**config.mk**
```make
export PLATFORM = sky130hd
export DESIGN_NAME = cgme_ram
export DESIGN_NICKNAME = d
export VERILOG_FILES = /design/src/rtl/cgme_ram.sv
export SDC_FILE = /design/constraint.sdc
export NUM_CORES = 1
export LEC_CHECK = 0
export ABC_AREA = 1
export BUFFER_PORTS_ARGS = -buffer_cell sky130_fd_sc_hd__buf_2
export CAP_MARGIN = 20
export CORE_AREA = 2 2 296 298
export DETAILED_ROUTE_END_ITERATION = 8
export DIE_AREA = 0 0 298 300
export PLACE_DENSITY = 0.37
export SYNTH_ARGS = -nofsm -noshare
export SYNTH_HDL_FRONTEND = slang
export SYNTH_SLANG_ARGS = --single-unit
export TNS_END_PERCENT = 20
```
**constraint.sdc**
```tcl
create_clock -name clk -period 2.2 [get_ports clk]
set_input_delay 0.11 -clock clk [delete_from_list [all_inputs] [get_ports clk]]
set_output_delay 0.11 -clock clk [all_outputs]
set_load 0.1 [all_outputs]
```
**src/rtl/cgme_ram.sv**
```systemverilog
// ----------------------------------------------------------------------------
// cgme_ram - generic simple dual port RAM
// One write port, one read port, read data registered.
// ----------------------------------------------------------------------------
module cgme_ram #(
	parameter int WIDTH = 8,
	parameter int DEPTH = 64
) (
	input  logic                     clk,
	input  logic                     we,
	input  logic [$clog2(DEPTH)-1:0] waddr,
	input  logic [WIDTH-1:0]         wdata,
	input  logic [$clog2(DEPTH)-1:0] raddr,
	output logic [WIDTH-1:0]         rdata
);

	logic [WIDTH-1:0] mem [DEPTH];

	always_ff @(posedge clk) begin
		if (we) begin
			mem[waddr] <= wdata;
		end
		rdata <= mem[raddr];
	end

endmodule

```
; After elaboration in Yosys (flattened, before gate mapping)
; Memory sizes are Yosys's and may differ from the RTL's. A register that Yosys moved wholly into a read port is not among the register bits.
; Index checks and enable logic that the tools add are counted.
[word_totals]
ramBits = 512
register_bits = 0
in_bits = 22
memories = 1
output_inout_bits = 8
word_cells = 3
[op_classes]
n_mux = 2
[memory_table]
columns = name, words, word_bits, rd, rd_clocked_by_memory_dff, wr, line_no
row1 = mem, 64, 8, 1, 1, 1, 17  ; logic [WIDTH-1:0] mem [DEPTH];
[op_table]
columns = operator, count
row1 = $mux 1, 2

; Longest topological paths before layout
[depth]
ltp_word = 2
mapped_depth = 12
ltp_nobuf = 9

; Least setup slack after synthesis
; No wires, ideal clock.
[synth_timing]
kind = input -> register
startpoint = input port we
endpoint = memory mem[48][0], enable pin
setup_ns = 0.395
path_slack_ns = 0.324
stages = 3
path_buffers = 1
required_time_ns = 1.805
t_arrival_ns = 1.481
path_cell_list = clkbuf_1 > nand4_1 > nor4_1
[synth_via]
elab_chain_cells = 2
[synth_rtl]
columns = element, line_no
row1 = start: declaration, 10  ; input logic we,
row2 = $mux 1, 20  ; if (we) begin
row3 = $mux 1 (not written as such), 21  ; mem[waddr] <= wdata;
row4 = end: declaration, 17
; Every way passes these cells.

; Worst setup path in the final report
[layout_timing]
startpoint = register rdata[3], read port of mem
endpoint = output port rdata[3]
[layout_lines]
columns = element, line_no
row1 = start: declaration, 14  ; output logic [WIDTH-1:0] rdata
; No word-level cell between the ends.

==> metrics <==
port bufs=29; Setup Fix Bufs, Post-CTS=0; period utilization=75.3%; worst reg2reg path depth=8; ant diodes=0; Rows=108; Synth Cell Area=21300 um2; grt ovf=0; remaining antenna violation count=0; Tmin final=1.66 ns; FF-to-FF setup slack=0.76 ns; Worst path slowest cell=buf_2; Placement Cell Area=23300 um2; Worst R2R End=rdata[4]$_DFF_P_; Arr. time, crit path=1.55 ns; Core Area=86200 um2; crit path cell chain=buf_2; Synth cell types=16; Mapped Nets=1827; dpl hpwl=39.4 mm; die area=89400 um2; Placer Congestion=0.778; CTS tree=done; RSZ-0062 raised after global routing=no; final setup vio count=0; Slew Limit Fails=0; Max Freq=603 MHz; num ports=30; Total Nets Final=1924; worst-path fanout max=1; 1st-iter DRT viols=1089; post-synthesis cell count=1805; Worst-path clk slew=0.06 ns; CTS hold repair buffers=3; Hold Fails Final Rpt=0; first-pass GRT wire length=96.6 mm; initial antenna violation count=4; worst skew pair latency=0.62 ns; Die Span Y=300 um; Worst Setup Path Type=flop to primary output; fin cells=3105; VDD IR-drop max=0.000563 V; TNS Setup=0 ns; H-tree depth=2; largest net degree at the start of global routing=65; DRC Markers=0; Final Cell Area=25400 um2; hold_sp=wdata[5]; Filler cells=8930; crit path launch type=flop; Max clock buf depth=3; Area Overhead vs Synth=18.9%; Crit path largest cell delay=0.49 ns; drt pass-1 iters=5; synthesized area per cell=11.8 um2; chip width=298 um; layout cells sized above 1=12.2%; Resized cells post-CTS=0; clk sink count=520; WHS Endpoint=mem[21][5]$_DFFE_PP_; Fin Clk Skew=0.0174 ns; sequential area share after synthesis=72.8%; hold slack=0.0184 ns; maxcap violations=0; total track usage=14.5%; slew margin rel.=62.3%; Seq cells post-synth=520; outcome=completed; Static Leak=0.00907 uW; power per cell area=902 nW/um2; CP bufs+invs=1; drt wl/cell=20.9 um; worst min-delay path class=input port to flop; number of CTS-inserted buffers=58; Ys Warns=0; Top delay family on crit path=buffers and inverters; number of global-route vias before repair=14.0k; CTS root buf=clkbuf_16; origin of the critical flop-to-flop path=mem[55][4]$_DFFE_PP_; via count=13.8k; Routed WL=65.0 mm; Worst EP required=2.09 ns; Placed Cells=2994; Hold Path Cell Cnt=2; Worst setup EP type=primary output; Slew @ Worst Pin=0.563 ns; vias per inst=4.45; Starting Density=24.8%
[worst max path at each step]
stage,startpoint,to,slack [ns],cells after the start
2_1_floorplan,we,mem[48][0]$_DFFE_PP_,0.32,3
3_3_place_gp,raddr[0],rdata[4]$_DFF_P_,0.34,11
3_5_place_dp,raddr[0],rdata[4]$_DFF_P_,0.35,11
4_1_cts,rdata[5]$_DFF_P_,rdata[5],0.48,1
5_1_grt,rdata[5]$_DFF_P_,rdata[5],0.46,1
6_report,rdata[3]$_DFF_P_,rdata[3],0.54,1
[cell type report]
cell class                 count  area, um2  share of cell area (%)
clock buffer                  64       1500                    5.89
clock inverter                44        518                    2.04
inverter                      12       55.1                   0.217
multi-input combinational   1160       4950                    19.5
sequential                   520      15500                    61.2
tap                         1155       1450                    5.70
timing repair buffer         150       1370                    5.41
[flip-flops by register name, indices dropped and copies added, names as in the netlist]
name	count
rdata	8
mem	512
[cells in the mapped netlist (all sizes together)]
cell type,count,area (um2)
dfxtp,8,160
nor4,8,50.1
clkbuf,15,56.3
edfxtp,512,15400
nand4,9,56.3
nand2,648,2430
buf,98,752
nor2,56,210
inv,12,50.1
nand3,439,2200
[through the flow]
step,utilization (%),worst slack (ns),power [uW]
2_1_floorplan,-,0.324,12100
3_3_place_gp,27.1,0.342,12800
3_5_place_dp,27.1,0.346,12800
4_1_cts,29.4,0.482,23200
5_1_grt,29.4,0.465,23700
6_report,29.4,0.542,22900
[layout by cell type, fill, tap and decap left out]
cell type,netlist,routed
clkbuf_8,0,1
dlygate4sd3_1,0,3
inv_2,1,1
clkinv_1,0,16
edfxtp_1,512,512
dfxtp_1,8,8
bufinv_16,0,12
inv_6,1,1
buf_2,37,27
nor4_1,8,8
buf_12,0,24
clkinv_4,0,1
clkinvlp_4,0,4
inv_4,0,1
nand3_1,439,439
clkinv_2,0,10
clkbuf_16,0,59
inv_1,10,9
nor2_1,56,56
buf_4,14,95
clkbuf_1,15,5
nand2_1,648,648
inv_8,0,1
nand4_1,9,9
[where the power goes]
| group | switching (uW) | internal, uW | leakage (uW) |
|---|---|---|---|
| sequential | 45.6 | 11000 | 0.00467 |
| combinational | 1190 | 390 | 0.00342 |
| clock | 4020 | 6270 | 0.000976 |
| total | 5260 | 17600 | 0.00907 |
[cells by family after synthesis]
group | share of synthesized area [%]
and+or+nand+nor | 23.2
buffers and inverters | 4.02
DFF | 72.8
[routing by layer]
metal  share of wire (%)  vias up  track usage [%]
met3                 4.3       93             2.01
met1                  47     6874             20.6
met5               0.020        -                0
li1                    -     6545                -
met4                 2.4        2             3.70
met2                  46      317             23.2
Note: power is estimated with default switching activity, not from simulation.
